===== config.mk =====
export PLATFORM = sky130hd
export DESIGN_NAME = playfair_digram_encrypt
export DESIGN_NICKNAME = d
export VERILOG_FILES = /design/src/rtl/pfe_pkg.sv /design/src/rtl/pfe_pair.sv /design/src/rtl/pfe_lookup.sv /design/src/rtl/playfair_digram_encrypt.sv
export SDC_FILE = /design/constraint.sdc
export NUM_CORES = 1
export LEC_CHECK = 0
export BUFFER_PORTS_ARGS = -buffer_cell sky130_fd_sc_hd__buf_2
export CAP_MARGIN = 10
export CORE_ASPECT_RATIO = 1.75
export CORE_MARGIN = 2
export CORE_UTILIZATION = 30
export CTS_CLUSTER_DIAMETER = 40
export DETAILED_ROUTE_END_ITERATION = 16
export HOLD_SLACK_MARGIN = 0.15
export PLACE_DENSITY = 0.52
export SYNTH_ARGS = -nofsm -noshare
export SYNTH_HDL_FRONTEND = slang
export SYNTH_SLANG_ARGS = --single-unit

===== constraint.sdc =====
create_clock -name i_clk -period 26.4 [get_ports i_clk]
set_input_delay 1.32 -clock i_clk [delete_from_list [all_inputs] [get_ports i_clk]]
set_output_delay 1.32 -clock i_clk [all_outputs]
set_load 0.02 [all_outputs]

===== src/rtl/pfe_pkg.sv =====
// ----------------------------------------------------------------------------
// pfe_pkg
// Shared types, register codes and letter/square helpers for the Playfair
// digram encryptor.
// ----------------------------------------------------------------------------
`default_nettype none

package pfe_pkg;

    // Square geometry
    localparam int CELLS    = 25;
    localparam int SIDE     = 5;
    localparam int LTR_W    = 5;
    localparam int POS_W    = 5;
    localparam int RC_W     = 3;
    localparam int CFG_W    = 60;
    localparam int CFG_IDX_W = 2;

    // Letter codes around the missing j
    localparam logic [LTR_W-1:0] LETTER_I   = 5'd8;
    localparam logic [LTR_W-1:0] LETTER_J   = 5'd9;
    localparam logic [LTR_W-1:0] PAD_RESET  = 5'd25;

    // Configuration register indexes
    typedef enum logic [CFG_IDX_W-1:0] {
        REG_SQUARE_LOW = 2'd0,
        REG_SQUARE_MID = 2'd1,
        REG_SQUARE_TOP = 2'd2,
        REG_PAD_LETTER = 2'd3
    } t_cfg_index;

    // Key square, cell k at bits 5k
    typedef logic [CELLS-1:0][LTR_W-1:0] t_square;

    typedef struct packed {
        logic [LTR_W-1:0] letter;
        logic             message_end;
    } t_in;

    typedef struct packed {
        logic [LTR_W-1:0] cipher_first;
        logic [LTR_W-1:0] cipher_second;
        logic             run_last;
        logic             message_done;
    } t_out;

    // Pair handed from the pairing stage to the cipher stage
    typedef struct packed {
        logic [LTR_W-1:0] a;
        logic [LTR_W-1:0] b;
        logic             dup;
        logic             msg_end;
    } t_pair;

    // Letter code to j-less square index
    function automatic logic [LTR_W-1:0] f_index_of_letter(logic [LTR_W-1:0] x);
        logic [LTR_W-1:0] r;
        if (x == LETTER_J) begin
            r = LETTER_I;
        end else if (x > LETTER_J) begin
            r = x - 5'd1;
        end else begin
            r = x;
        end
        return r;
    endfunction

    // Square value back to letter code, wraps at 5 bits
    function automatic logic [LTR_W-1:0] f_letter_of_value(logic [LTR_W-1:0] v);
        logic [LTR_W-1:0] r;
        if (v > LETTER_I) begin
            r = v + 5'd1;
        end else begin
            r = v;
        end
        return r;
    endfunction

    // Highest matching cell, cell 0 when nothing matches
    function automatic logic [POS_W-1:0] f_find_cell(t_square sq, logic [LTR_W-1:0] idx);
        logic [POS_W-1:0] pos;
        pos = '0;
        for (int c = 0; c < CELLS; c++) begin
            if (sq[c] == idx) begin
                pos = POS_W'(c);
            end
        end
        return pos;
    endfunction

    // Row of a cell position (position / 5 by range compare)
    function automatic logic [RC_W-1:0] f_row(logic [POS_W-1:0] pos);
        logic [RC_W-1:0] r;
        if (pos >= 5'd20) begin
            r = 3'd4;
        end else if (pos >= 5'd15) begin
            r = 3'd3;
        end else if (pos >= 5'd10) begin
            r = 3'd2;
        end else if (pos >= 5'd5) begin
            r = 3'd1;
        end else begin
            r = 3'd0;
        end
        return r;
    endfunction

    // Row times five as a shift and add
    function automatic logic [POS_W-1:0] f_times5(logic [RC_W-1:0] r);
        logic [POS_W-1:0] w;
        w = {2'b00, r};
        return (w << 2) + w;
    endfunction

    // Step one place around the side of the square
    function automatic logic [RC_W-1:0] f_inc5(logic [RC_W-1:0] x);
        logic [RC_W-1:0] r;
        if (x == 3'(SIDE - 1)) begin
            r = '0;
        end else begin
            r = x + 3'd1;
        end
        return r;
    endfunction

endpackage

`default_nettype wire


===== src/rtl/pfe_pair.sv =====
// ----------------------------------------------------------------------------
// pfe_pair
// Pairing stage: holds the first letter of a pair and registers each
// completed pair, with odd-end and doubled-letter padding already applied.
// ----------------------------------------------------------------------------
`default_nettype none

module pfe_pair (
    input  wire logic                     i_clk,
    input  wire logic                     i_rst_n,
    input  wire logic                     i_in_valid,
    output logic                          o_in_ready,
    input  wire pfe_pkg::t_in             i_in,
    input  wire logic [pfe_pkg::LTR_W-1:0] i_pad,
    input  wire logic                     i_release,
    output logic                          o_pair_valid,
    output pfe_pkg::t_pair                o_pair
);

    logic                       r_valid;
    logic                       n_valid;
    pfe_pkg::t_pair             r_pair;
    pfe_pkg::t_pair             n_pair;
    logic [pfe_pkg::LTR_W-1:0]  r_held;
    logic                       r_held_valid;
    logic                       accept;
    logic                       complete;
    logic [pfe_pkg::LTR_W-1:0]  pa;
    logic [pfe_pkg::LTR_W-1:0]  pb;

    assign o_in_ready   = !r_valid || i_release;
    assign accept       = i_in_valid && o_in_ready;
    assign o_pair_valid = r_valid;
    assign o_pair       = r_pair;

    // Form the pair: held letter first, else the odd final letter with pad
    assign complete = r_held_valid || i_in.message_end;
    assign pa       = r_held_valid ? r_held : i_in.letter;
    assign pb       = r_held_valid ? i_in.letter : i_pad;

    // Doubled letters: both halves encrypt as (letter, pad)
    always_comb begin
        n_pair.a       = pa;
        n_pair.b       = (pa == pb) ? i_pad : pb;
        n_pair.dup     = (pa == pb);
        n_pair.msg_end = i_in.message_end;
        n_valid        = accept ? complete : (r_valid && !i_release);
    end

    always_ff @(posedge i_clk) begin
        if (!i_rst_n) begin
            r_valid      <= 1'b0;
            r_held_valid <= 1'b0;
            r_held       <= '0;
        end else begin
            r_valid <= n_valid;
            if (accept) begin
                if (complete) begin
                    r_held_valid <= 1'b0;
                end else begin
                    r_held_valid <= 1'b1;
                    r_held       <= i_in.letter;
                end
            end
        end
    end

    // Pair payload
    always_ff @(posedge i_clk) begin
        if (accept && complete) begin
            r_pair <= n_pair;
        end
    end

endmodule

`default_nettype wire


===== src/rtl/pfe_lookup.sv =====
// ----------------------------------------------------------------------------
// pfe_lookup
// Cipher logic: locates both letters in the key square in parallel and
// applies the row, column and rectangle rules.
// ----------------------------------------------------------------------------
`default_nettype none

module pfe_lookup (
    input  wire pfe_pkg::t_square           i_square,
    input  wire logic [pfe_pkg::LTR_W-1:0]  i_a,
    input  wire logic [pfe_pkg::LTR_W-1:0]  i_b,
    output logic [pfe_pkg::LTR_W-1:0]       o_first,
    output logic [pfe_pkg::LTR_W-1:0]       o_second
);

    logic [pfe_pkg::POS_W-1:0] p1, p2;
    logic [pfe_pkg::RC_W-1:0]  r1, c1, r2, c2;
    logic [pfe_pkg::RC_W-1:0]  nr1, nc1, nr2, nc2;
    logic [pfe_pkg::POS_W-1:0] q1, q2;

    // Locate both letters
    always_comb begin
        p1 = pfe_pkg::f_find_cell(i_square, pfe_pkg::f_index_of_letter(i_a));
        p2 = pfe_pkg::f_find_cell(i_square, pfe_pkg::f_index_of_letter(i_b));
        r1 = pfe_pkg::f_row(p1);
        r2 = pfe_pkg::f_row(p2);
        c1 = pfe_pkg::RC_W'(p1 - pfe_pkg::f_times5(r1));
        c2 = pfe_pkg::RC_W'(p2 - pfe_pkg::f_times5(r2));
    end

    // Playfair rules
    always_comb begin
        nr1 = r1;
        nr2 = r2;
        nc1 = c1;
        nc2 = c2;
        if (r1 == r2) begin
            nc1 = pfe_pkg::f_inc5(c1);
            nc2 = pfe_pkg::f_inc5(c2);
        end else if (c1 == c2) begin
            nr1 = pfe_pkg::f_inc5(r1);
            nr2 = pfe_pkg::f_inc5(r2);
        end else begin
            nc1 = c2;
            nc2 = c1;
        end
        q1 = pfe_pkg::f_times5(nr1) + {2'b00, nc1};
        q2 = pfe_pkg::f_times5(nr2) + {2'b00, nc2};
    end

    assign o_first  = pfe_pkg::f_letter_of_value(i_square[q1]);
    assign o_second = pfe_pkg::f_letter_of_value(i_square[q2]);

endmodule

`default_nettype wire


===== src/rtl/playfair_digram_encrypt.sv =====
// ----------------------------------------------------------------------------
// playfair_digram_encrypt
// Playfair digram encryptor with a software-loaded 5x5 key square.
// ----------------------------------------------------------------------------
// Takes one plaintext letter per cycle unless the output stalls. The first
// letter of each pair gives no result; the letter that completes a pair
// gives its digram through a pair register and then a result register. A
// doubled pair (also an odd final letter equal to the pad letter) gives two
// digrams and holds the input while the result register emits the second
// one. The user must write the key square and pad letter through the
// configuration port while the block is idle; the block does not check.
`default_nettype none

module playfair_digram_encrypt (
    input  wire logic                          i_clk,
    input  wire logic                          i_rst_n,
    input  wire logic                          i_cfg_we,
    input  wire logic [pfe_pkg::CFG_IDX_W-1:0] i_cfg_index,
    input  wire logic [pfe_pkg::CFG_W-1:0]     i_cfg_data,
    input  wire logic                          i_in_valid,
    output logic                               o_in_ready,
    input  wire pfe_pkg::t_in                  i_in,
    output logic                               o_out_valid,
    input  wire logic                          i_out_ready,
    output pfe_pkg::t_out                      o_out
);

    logic [pfe_pkg::CFG_W-1:0] r_sq_low;
    logic [pfe_pkg::CFG_W-1:0] r_sq_mid;
    logic [pfe_pkg::LTR_W-1:0] r_sq_top;
    logic [pfe_pkg::LTR_W-1:0] r_pad;
    pfe_pkg::t_square          square;

    logic                      pair_valid;
    pfe_pkg::t_pair            pair;
    logic                      release_pair;
    logic                      out_open;
    logic                      load;
    logic                      last_half;
    logic [pfe_pkg::LTR_W-1:0] ct_first;
    logic [pfe_pkg::LTR_W-1:0] ct_second;

    logic                      r_out_valid;
    pfe_pkg::t_out             r_out;
    logic                      r_half;

    // Configuration registers
    always_ff @(posedge i_clk) begin
        if (!i_rst_n) begin
            r_sq_low <= '0;
            r_sq_mid <= '0;
            r_sq_top <= '0;
            r_pad    <= pfe_pkg::PAD_RESET;
        end else if (i_cfg_we) begin
            case (pfe_pkg::t_cfg_index'(i_cfg_index))
                pfe_pkg::REG_SQUARE_LOW: r_sq_low <= i_cfg_data;
                pfe_pkg::REG_SQUARE_MID: r_sq_mid <= i_cfg_data;
                pfe_pkg::REG_SQUARE_TOP: r_sq_top <= i_cfg_data[pfe_pkg::LTR_W-1:0];
                pfe_pkg::REG_PAD_LETTER: r_pad    <= i_cfg_data[pfe_pkg::LTR_W-1:0];
                default: ;
            endcase
        end
    end

    assign square = {r_sq_top, r_sq_mid, r_sq_low};

    // Pairing stage
    pfe_pair u_pair (
        .i_clk        (i_clk),
        .i_rst_n      (i_rst_n),
        .i_in_valid   (i_in_valid),
        .o_in_ready   (o_in_ready),
        .i_in         (i_in),
        .i_pad        (r_pad),
        .i_release    (release_pair),
        .o_pair_valid (pair_valid),
        .o_pair       (pair)
    );

    // Cipher lookup
    pfe_lookup u_lookup (
        .i_square (square),
        .i_a      (pair.a),
        .i_b      (pair.b),
        .o_first  (ct_first),
        .o_second (ct_second)
    );

    // Result register; a doubled pair loads twice before releasing
    assign out_open     = !r_out_valid || i_out_ready;
    assign load         = pair_valid && out_open;
    assign last_half    = !pair.dup || r_half;
    assign release_pair = load && last_half;

    always_ff @(posedge i_clk) begin
        if (!i_rst_n) begin
            r_out_valid <= 1'b0;
            r_half      <= 1'b0;
        end else begin
            r_out_valid <= load || (r_out_valid && !i_out_ready);
            if (load) begin
                r_half <= pair.dup && !r_half;
            end
        end
    end

    always_ff @(posedge i_clk) begin
        if (load) begin
            r_out.cipher_first  <= ct_first;
            r_out.cipher_second <= ct_second;
            r_out.run_last      <= last_half;
            r_out.message_done  <= last_half && pair.msg_end;
        end
    end

    assign o_out_valid = r_out_valid;
    assign o_out       = r_out;

`ifndef ASSERT_OFF
    // Second half pending only while a doubled pair sits in the pair stage
    a_half_pair: assert property (@(posedge i_clk) disable iff (!i_rst_n)
        r_half |-> (pair_valid && pair.dup))
        else $error("half flag without doubled pair");

    // A first-half item on the output means its second half is pending
    a_first_pending: assert property (@(posedge i_clk) disable iff (!i_rst_n)
        (o_out_valid && !o_out.run_last) |-> r_half)
        else $error("first half shown without pending second half");

    // Taking a first-half item brings the second half next cycle
    a_second_follows: assert property (@(posedge i_clk) disable iff (!i_rst_n)
        (o_out_valid && i_out_ready && !o_out.run_last) |=>
        (o_out_valid && o_out.run_last))
        else $error("second half of doubled pair missing");

    // End of message only flagged on the last item of a run
    a_done_last: assert property (@(posedge i_clk) disable iff (!i_rst_n)
        (o_out_valid && o_out.message_done) |-> o_out.run_last)
        else $error("message done on non-last item");
`endif

endmodule

`default_nettype wire

==> summary.log, run 1 <==
qor: power.leakage_power 5.60 nW
qor: synth.synth_top_family_by_area simple AND/OR/NAND/NOR gates
qor: sta.hold_violations 0
qor: floorplan.die-area 47,800 um^2
qor: floorplan.floorplan.die.height 288 um
qor: critical_path.reg2reg_from u_pair.o_pair[5]$_DFFE_PP_
qor: sta.timing.clock.skew 15.0 ps
qor: power.power.density_cell_area 147 nW/um^2
qor: critical_path.critical_path.reg2reg.endpoint o_out[8]$_DFFE_PP_
qor: synth.synth-seq-area-share 0.254
qor: clocking.root_driver clkbuf_16
qor: critical_path.cp.arrival 10,970 ps
qor: placement.dpl.hpwl 39,500 um
qor: floorplan.die_width 166 um
qor: critical_path.cp-end-kind register
qor: critical_path.crit_path_max_fanout 20
qor: sta.layout_worst_path_cycle_share 0.408
qor: power.sequential_power_share 0.133
qor: sta.period_minus_slack 10,760 ps
qor: sta.slew-limit-headroom 0.219
qor: power.clockPowerShare 0.113
qor: synth.syn-cell-area 13,800 um^2
qor: clocking.cts-resized-gates 0
qor: synth.synth-xor-area-share 0.162
qor: synth.gate_count_of_the_mapped_netlist 1,581
qor: power.power.ir.vdd_worst 0.000175 V
qor: min_path.hp-start r_sq_low[4]$_SDFFE_PN0P_
qor: synth.synth_top_area_cell dfxtp_1
qor: sta.rsz_0062_raised_after_global_routing false
qor: power.cell_int_power 1.12 mW
qor: grt.grt_pass1_vias 11,900
qor: routing.first_pass_iters 6
qor: critical_path.timing.reg2reg.setup_slack 15,640 ps
qor: synth.yosys.area_share.adder 0.0313
qor: synth.top_ff_cell_synth dfxtp_1
qor: floorplan.placement_rows 104
qor: sta.setup_tns 0 ps
qor: floorplan.starting_density_of_the_core 0.302
qor: final_layout.synthToLayoutAreaGrowth 10.5%
qor: grt.grt_max_degree 99
qor: clocking.worst_setup_hold_path_clk_slew 70 ps
qor: clocking.tritoncts_num_sinks 163
qor: final_layout.top_library_cells_by_usage_in_the_layout_fill_and_taps_aside nand2_1 (312), xnor2_1 (142), dfxtp_1 (139), a21boi_0 (123), xor2_1 (100)
qor: placement.io_buffer_count 86
qor: routing.drt_drc_violations_left 0
qor: sta.whs 498 ps
qor: min_path.hold_class register to register
qor: synth.synthMuxAreaShare 0.168
qor: grt.globalRouteOverflowTotal 0
qor: synth.asyncSetResetFlopFracSynth 0
qor: synth.post_synth_and_or_nand_nor_area_fraction 0.190
qor: synth.synth.lib_cells_used.distinct 82
qor: clocking.ctsHtreeMaxLevel 4
qor: power.proportion_of_total_power_due_to_net_switching 0.500
qor: synth.synth-edff-count 24
qor: power.power.combinational.fraction 0.754
qor: synth.ys_seq_elements 163
qor: synth.post_synth.cell_area_avg 8.74 um^2
qor: clocking.cts-root-to-sink-buffers 2
qor: synth.synth_compound_gate_area_share 0.148
qor: synth.synth_area_leaders dfxtp_1 (20%), mux4_2 (11%), xnor2_1 (9.0%), nand2_1 (8.5%), a21boi_0 (6.7%)
qor: sta.finalMaxSlewViolations 0
qor: grt.antenna_violations_before_repair 2
qor: routing.wirelength 51,400 um
qor: clocking.tritoncts_clock_tree yes
qor: critical_path.ff2ff_path_depth 34
qor: synth.synth_top_cell_area_share 0.201
qor: critical_path.crit_path_max_delay_cell_type edfxtp_1
qor: synth.synth_warnings 0
qor: clocking.cts.repair_timing.setup_buffer_count 0
qor: sta.setup_viol_count_final 0
qor: placement.routability_driven_placement_congestion_ratio 1.04
qor: final_layout.mostFrequentLayoutCell nand2_1
qor: clocking.worst_skew_pair.late_latency 460 ps
qor: routing.vias_after_detailed_routing 12,100
qor: min_path.min_to r_sq_low[4]$_SDFFE_PN0P_
qor: grt.globalRouteTotalUtil 0.213
qor: critical_path.start_kind register
qor: power.power.total 2.24 mW
qor: routing.antenna_violating_nets_post_route 0
qor: critical_path.cp.required 26,610 ps
qor: routing.routed_wire_length_per_instance 23.4 um
qor: grt.grt_pass1_wl 76,500 um
qor: synth.synth.net_count 1,685
qor: routing.initialDrtViolationCount 817
qor: critical_path.slowest_delay 1100 ps
qor: outcome.status finished, final reports clean
qor: clocking.ctsHoldBuffers 0
qor: critical_path.critPathKind register to register
qor: clocking.cts-buffers-inserted 17
qor: routing.drt-vias-per-instance 5.48
qor: sta.fmaxAchievable 0.0929 GHz
qor: final_layout.fin_nets 1,704
qor: min_path.holdPathStages 2
qor: sta.worstMarginPinSlew 1170 ps
qor: final_layout.post_route_cells_drive_above_1_share 0.159
qor: floorplan.area_inside_the_core_boundary 45,700 um^2
qor: job.number_of_maximum_capacitance_violations 0
qor: floorplan.number_of_ports_placed_on_the_die_boundary 87
qor: power.p_switching 1.12 mW
[power groups by stage]
stage	Combinational, mW	Sequential, mW	Clock [mW]
final	1.69	0.299	0.253
after CTS	1.69	0.299	0.260
after global routing	1.83	0.301	0.268
after global placement	1.67	0.305	0
after detailed placement	1.69	0.305	0
after floorplan	1.29	0.301	0
[cells in the mapped netlist, types with 4 or more instances]
master,instances
a211oi_1,10
a21boi_0,123
a21o_1,8
a21oi_1,29
a31oi_1,7
and2_1,12
and3_1,9
buf_1,13
buf_2,16
buf_4,11
buf_6,5
clkbuf_1,62
dfxtp_1,139
edfxtp_1,24
fa_1,6
ha_1,25
inv_1,40
mux2_2,16
mux2i_1,55
mux4_2,70
nand2_1,312
nand2b_1,13
nand3_1,21
nand4_1,6
nor2_1,62
nor2b_1,21
nor3_1,31
nor3b_1,6
nor4_1,25
nor4b_1,4
o211ai_1,14
o21a_1,7
o21ai_0,40
o22ai_1,7
or2_2,9
or3_1,12
or4_1,5
xnor2_1,142
xor2_1,100
[through the flow]
stage	std cells	setup WS, ps	util	cell area, um^2
2_1_floorplan	1581	17210	-	13800
3_3_place_gp	2163	15820	0.321	14700
3_5_place_dp	2163	15570	0.321	14700
4_1_cts	2195	15550	0.334	15300
5_1_grt	2196	14920	0.334	15300
6_report	2198	15640	0.334	15300
[sequential cells by signal (all words and copies together), names as in the netlist]
register             flops
o_out_valid              1
u_pair.r_held_valid      1
u_pair.o_pair_valid      1
r_sq_low                60
r_sq_mid                60
u_pair.o_pair           12
u_pair.r_held            5
r_pad                    5
o_out                   12
r_half                   1
r_sq_top                 5
[per-layer routing]
layer,global-route usage,share of wire
met1,0.218,0.36
met2,0.403,0.53
met3,0.0264,0.040
met4,0.148,0.078
met5,0,0
[kinds of logic after synthesis]
| group | count (synthesis) |
|---|---|
| and+or+nand+nor | 564 |
| AOI/OAI and AO/OA | 287 |
| xor gates and xnor gates | 247 |
| DFF | 163 |
| buffers and inverters | 147 |
| muxes | 142 |
| adders and majority gates | 31 |
[worst max path at each step]
stage | from | endpoint | slack [ps] | cells past startpoint
global route | u_pair.o_pair[5]$_DFFE_PP_ | o_out[8]$_DFFE_PP_ | 14920 | 36
finish | u_pair.o_pair[5]$_DFFE_PP_ | o_out[8]$_DFFE_PP_ | 15640 | 34
floorplan | u_pair.o_pair[7]$_DFFE_PP_ | o_out[8]$_DFFE_PP_ | 17210 | 40
global placement | u_pair.o_pair[5]$_DFFE_PP_ | o_out[8]$_DFFE_PP_ | 15820 | 32
detailed placement | u_pair.o_pair[2]$_DFFE_PP_ | o_out[8]$_DFFE_PP_ | 15570 | 33
CTS | u_pair.o_pair[2]$_DFFE_PP_ | o_out[8]$_DFFE_PP_ | 15550 | 33
[cell type report]
type / instances / area (um^2)
Fill cell: 4720 / 30400
Multi-Input combinational cell: 1271 / 9700
Sequential cell: 163 / 3500
Tap cell: 583 / 729
Timing Repair Buffer: 107 / 594
Clock buffer: 17 / 425
Clock inverter: 15 / 163
Inverter: 40 / 150
Antenna cell: 2 / 5.00
[worst max-delay path, delay by kind of cell, from the launching register on]
kind | cells | cell delay [ps]
simple gates | 11 | 3370
fa+ha+maj | 5 | 2170
compound gates | 6 | 1370
mux | 4 | 1240
flops | 1 | 1100
xor+xnor | 4 | 890
buf+inv | 4 | 300
No activity file was read; power rests on OpenSTA's default activity.
==> inputs of run 2 (changes only) <==
- ABC_AREA: unset -> 1
- clock period: 26.4 -> 9.95 ns (I/O delays scaled with it)
==> run 2 against run 1 <==
Compared with the run above:
- utilization rose by 2.2 points
- hold slack got worse by 270 ps
- count of clock-buffer cells in the layout did not move
- critical path depth rose by 19
- flip-flop and latch count did not move
- sequential share of layout area fell by 0.75 points
- global-route usage rose by 7.4 points
- register-to-register slack got worse by 15000 ps
- critical endpoint unchanged
==> summary.log, run 2 <==
qor: outcome.status finished, final reports clean [unchanged]
qor: floorplan.area_inside_the_core_boundary 44,300 um^2 [was 45,700 um^2]
qor: synth.post_synth.cell_area_avg 6.69 um^2 [was 8.74 um^2]
qor: routing.vias_after_detailed_routing 14,900 [was 12,100]
qor: clocking.tritoncts_clock_tree yes [unchanged]
qor: final_layout.reg_top3 r_sq_low: 60 flops, r_sq_mid: 60 flops [unchanged]
qor: clocking.cts-buffers-inserted 17 [unchanged]
qor: grt.globalRouteTotalUtil 0.287 [was 0.213]
qor: synth.synth_area_leaders dfxtp_1 (21%), o21ai_0 (10%), xor2_1 (8.9%), nand2_1 (8.4%), a21oi_1 (8.4%) [was dfxtp_1 (20%), mux4_2 (11%), xnor2_1 (9.0%), nand2_1 (8.5%), a21boi_0 (6.7%)]
qor: sta.hold_violations 0 [unchanged]
qor: sta.rsz_0062_raised_after_global_routing false [unchanged]
qor: final_layout.mostFrequentLayoutCell nand2_1 [unchanged]
qor: critical_path.critPathKind register to register [unchanged]
qor: routing.drt_drc_violations_left 0 [unchanged]
qor: floorplan.number_of_ports_placed_on_the_die_boundary 87 [unchanged]
qor: placement.dpl.hpwl 52,400 um [was 39,500 um]
qor: synth.gate_count_of_the_mapped_netlist 2,010 [was 1,581]
qor: clocking.worst_skew_pair.late_latency 470 ps [was 460 ps]
qor: sta.worstMarginPinSlew 1270 ps [was 1170 ps]
qor: grt.globalRouteOverflowTotal 0 [unchanged]
qor: min_path.hold_class primary input to register [was register to register]
qor: routing.antenna_violating_nets_post_route 0 [unchanged]
qor: floorplan.starting_density_of_the_core 0.304 [was 0.302]
qor: grt.antenna_violations_before_repair 2 [unchanged]
qor: grt.grt_use_met3 0.0432 [was 0.0264]
qor: clocking.ctsHoldBuffers 0 [unchanged]
qor: synth.post-synth-top-count-cell nand2_1 [unchanged]
qor: sta.timing.clock.skew 15.9 ps [was 15.0 ps]
qor: floorplan.die-area 46,600 um^2 [was 47,800 um^2]
qor: synth.ys_seq_elements 163 [unchanged]
qor: critical_path.critical_path_buf_inv_count 13 [was 4]
qor: critical_path.cp.arrival 9510 ps [was 10,970 ps]
qor: routing.first_pass_iters 6 [unchanged]
qor: sta.slew-limit-headroom 0.148 [was 0.219]
qor: critical_path.cp.required 10,170 ps [was 26,610 ps]
qor: synth.synth_top_area_cell dfxtp_1 [unchanged]
qor: final_layout.n_fill_cell 4,807 [was 4,720]
qor: synth.synth-seq-area-share 0.260 [was 0.254]
qor: clocking.cts-root-to-sink-buffers 2 [unchanged]
qor: sta.layout_worst_path_cycle_share 0.933 [was 0.408]
qor: job.number_of_maximum_capacitance_violations 0 [unchanged]
qor: sta.setup_viol_count_final 0 [unchanged]
qor: final_layout.n_antenna_cell 0 [was 2]
qor: synth.synth.lib_cells_used.distinct 63 [was 82]
qor: floorplan.placement_rows 102 [was 104]
qor: floorplan.floorplan.die.height 284 um [was 288 um]
qor: critical_path.start_kind register [unchanged]
qor: clocking.worst_setup_hold_path_clk_slew 80 ps [was 70 ps]
qor: final_layout.synthToLayoutAreaGrowth 17.3% [was 10.5%]
qor: critical_path.cp-end-kind register [unchanged]
qor: sta.setup_tns 0 ps [unchanged]
qor: synth.synth_top_cell_area_share 0.207 [was 0.201]
qor: critical_path.crit_path_max_fanout 10 [was 20]
qor: synth.asyncSetResetFlopFracSynth 0 [unchanged]
qor: sta.fmaxAchievable 0.108 GHz [was 0.0929 GHz]
qor: critical_path.slowest_delay 670 ps [was 1100 ps]
qor: grt.global_route.usage.met2 0.498 [was 0.403]
qor: clocking.ctsHtreeMaxLevel 4 [unchanged]
qor: critical_path.critical_path.top_delay_family simple AND/OR/NAND/NOR gates [unchanged]
qor: routing.routed_wire_length_per_instance 24.9 um [was 23.4 um]
qor: synth.synth.net_count 2,114 [was 1,685]
qor: sta.fin_ws 668 ps [was 15,640 ps]
qor: final_layout.top_library_cells_by_usage_in_the_layout_fill_and_taps_aside nand2_1 (301), o21ai_0 (279), inv_1 (229), a21oi_1 (224), nor2_1 (160) [was nand2_1 (312), xnor2_1 (142), dfxtp_1 (139), a21boi_0 (123), xor2_1 (100)]
qor: floorplan.die_width 164 um [was 166 um]
qor: clocking.root_driver clkbuf_16 [unchanged]
qor: placement.post-place-ws 509 ps [was 15,570 ps]
qor: final_layout.post_route_cells_drive_above_1_share 0.162 [was 0.159]
qor: critical_path.critPathMostFrequentCell nand2_1
qor: grt.grt_max_degree 90 [was 99]
qor: routing.drt-vias-per-instance 5.49 [was 5.48]
qor: synth.synth.top_cells.by_count nand2_1 (301), o21ai_0 (279), inv_1 (231) [was nand2_1 (312), xnor2_1 (142), dfxtp_1 (139)]
qor: synth.syn-cell-area 13,500 um^2 [was 13,800 um^2]
qor: critical_path.crit_path_max_delay_cell_type a2111oi_2 [was edfxtp_1]
qor: routing.initialDrtViolationCount 1,326 [was 817]
qor: synth.synth-edff-count 24 [unchanged]
qor: sta.finalMaxSlewViolations 0 [unchanged]
qor: clocking.tritoncts_num_sinks 163 [unchanged]
qor: critical_path.timing.reg2reg.setup_slack 670 ps [was 15,640 ps]
qor: sta.whs 228 ps [was 498 ps]
qor: placement.routability_driven_placement_congestion_ratio 1.01 [was 1.04]
qor: final_layout.fin_nets 2,238 [was 1,704]
qor: grt.grt_pass1_vias 14,800 [was 11,900]
qor: routing.wirelength 67,700 um [was 51,400 um]
qor: synth.top_ff_cell_synth dfxtp_1 [unchanged]
qor: grt.globalRoute.busiestLayer met2 [unchanged]
qor: grt.grt_pass1_wl 96,800 um [was 76,500 um]
qor: sta.period_minus_slack 9280 ps [was 10,760 ps]
qor: placement.io_buffer_count 86 [unchanged]
qor: synth.synth_warnings 0 [unchanged]
qor: grt.groute.layer.met1.usage 0.289 [was 0.218]
-- run 2: changes by cell type after synthesis, sizes merged, moves of 20 or more --
| cell | before | now |
|---|---|---|
| nand4 | 6 | 29 |
| nand3 | 21 | 110 |
| clkbuf | 62 | 82 |
| xor2 | 100 | 137 |
| a21oi | 30 | 228 |
| nor2 | 63 | 169 |
| mux2i | 55 | 1 |
| o21ai | 44 | 293 |
| nor2b | 21 | 0 |
| inv | 40 | 249 |
| a21boi | 123 | 0 |
| xnor2 | 146 | 18 |
| mux4 | 70 | 0 |
-- run 2: through the flow --
stage,instances,utilization,instance area [um^2]
2_1_floorplan,2010,-,13500
3_3_place_gp,2685,0.341,15100
3_5_place_dp,2685,0.341,15100
4_1_cts,2717,0.354,15700
5_1_grt,2719,0.356,15800
6_report,2719,0.356,15800
-- run 2: area by class of cell --
type	count	area, um^2	share of cell area
timing repair buffer	214	1480	0.0938
clock inverter	15	184	0.0117
inverter	252	960	0.0608
tap	572	716	0.0453
clock buffer	17	425	0.0269
sequential	163	3500	0.222
multi-input combinational	1486	8520	0.539
-- run 2: per-layer routing --
| layer | wire (um) | part of all wire |
|---|---|---|
| met5 | 10 | 0.00015 |
| met4 | 7960 | 0.12 |
| met3 | 3530 | 0.052 |
| met2 | 33100 | 0.49 |
| met1 | 23100 | 0.34 |
-- run 2: what timing repair did --
item / in CTS / in global routing
gates resized for setup: 0 / 14
buffers inserted: 0 / 1
endpoints found under the setup margin: 0 / 10
-- run 2: cell families (layout without fill, tap and decap cells) --
| group | count (synthesis) | in the layout | share of synthesized area |
|---|---|---|---|
| AND/OR/NAND/NOR | 677 | 678 | 0.232 |
| XOR/XNOR | 155 | 155 | 0.101 |
| adder cells (fa/ha/maj) | 31 | 31 | 0.0322 |
| flip-flops | 163 | 163 | 0.260 |
| multiplexers | 1 | 1 | 0.000744 |
| AO/OA/AOI/OAI | 621 | 621 | 0.262 |
| buffers and inverters | 362 | 498 | 0.111 |
-- run 2: final timing paths --
| path | start | endpoint | cells after the start |
|---|---|---|---|
| worst max-delay path | u_pair.o_pair[9]$_DFFE_PP_ | o_out[8]$_DFFE_PP_ | 53 |
| worst min-delay path | i_in[0] | u_pair.o_pair[0]$_DFFE_PP_ | 1 |
| worst max register to register | u_pair.o_pair[9]$_DFFE_PP_ | o_out[8]$_DFFE_PP_ | 53 |
| worst min register to register | u_pair.r_held[4]$_SDFFE_PN0P_ | u_pair.r_held[4]$_SDFFE_PN0P_ | 2 |
Power of run 2 is left out: the tool's default activity adds up to more than one toggle a clock period on the data nets, which glitch-free logic cannot reach.
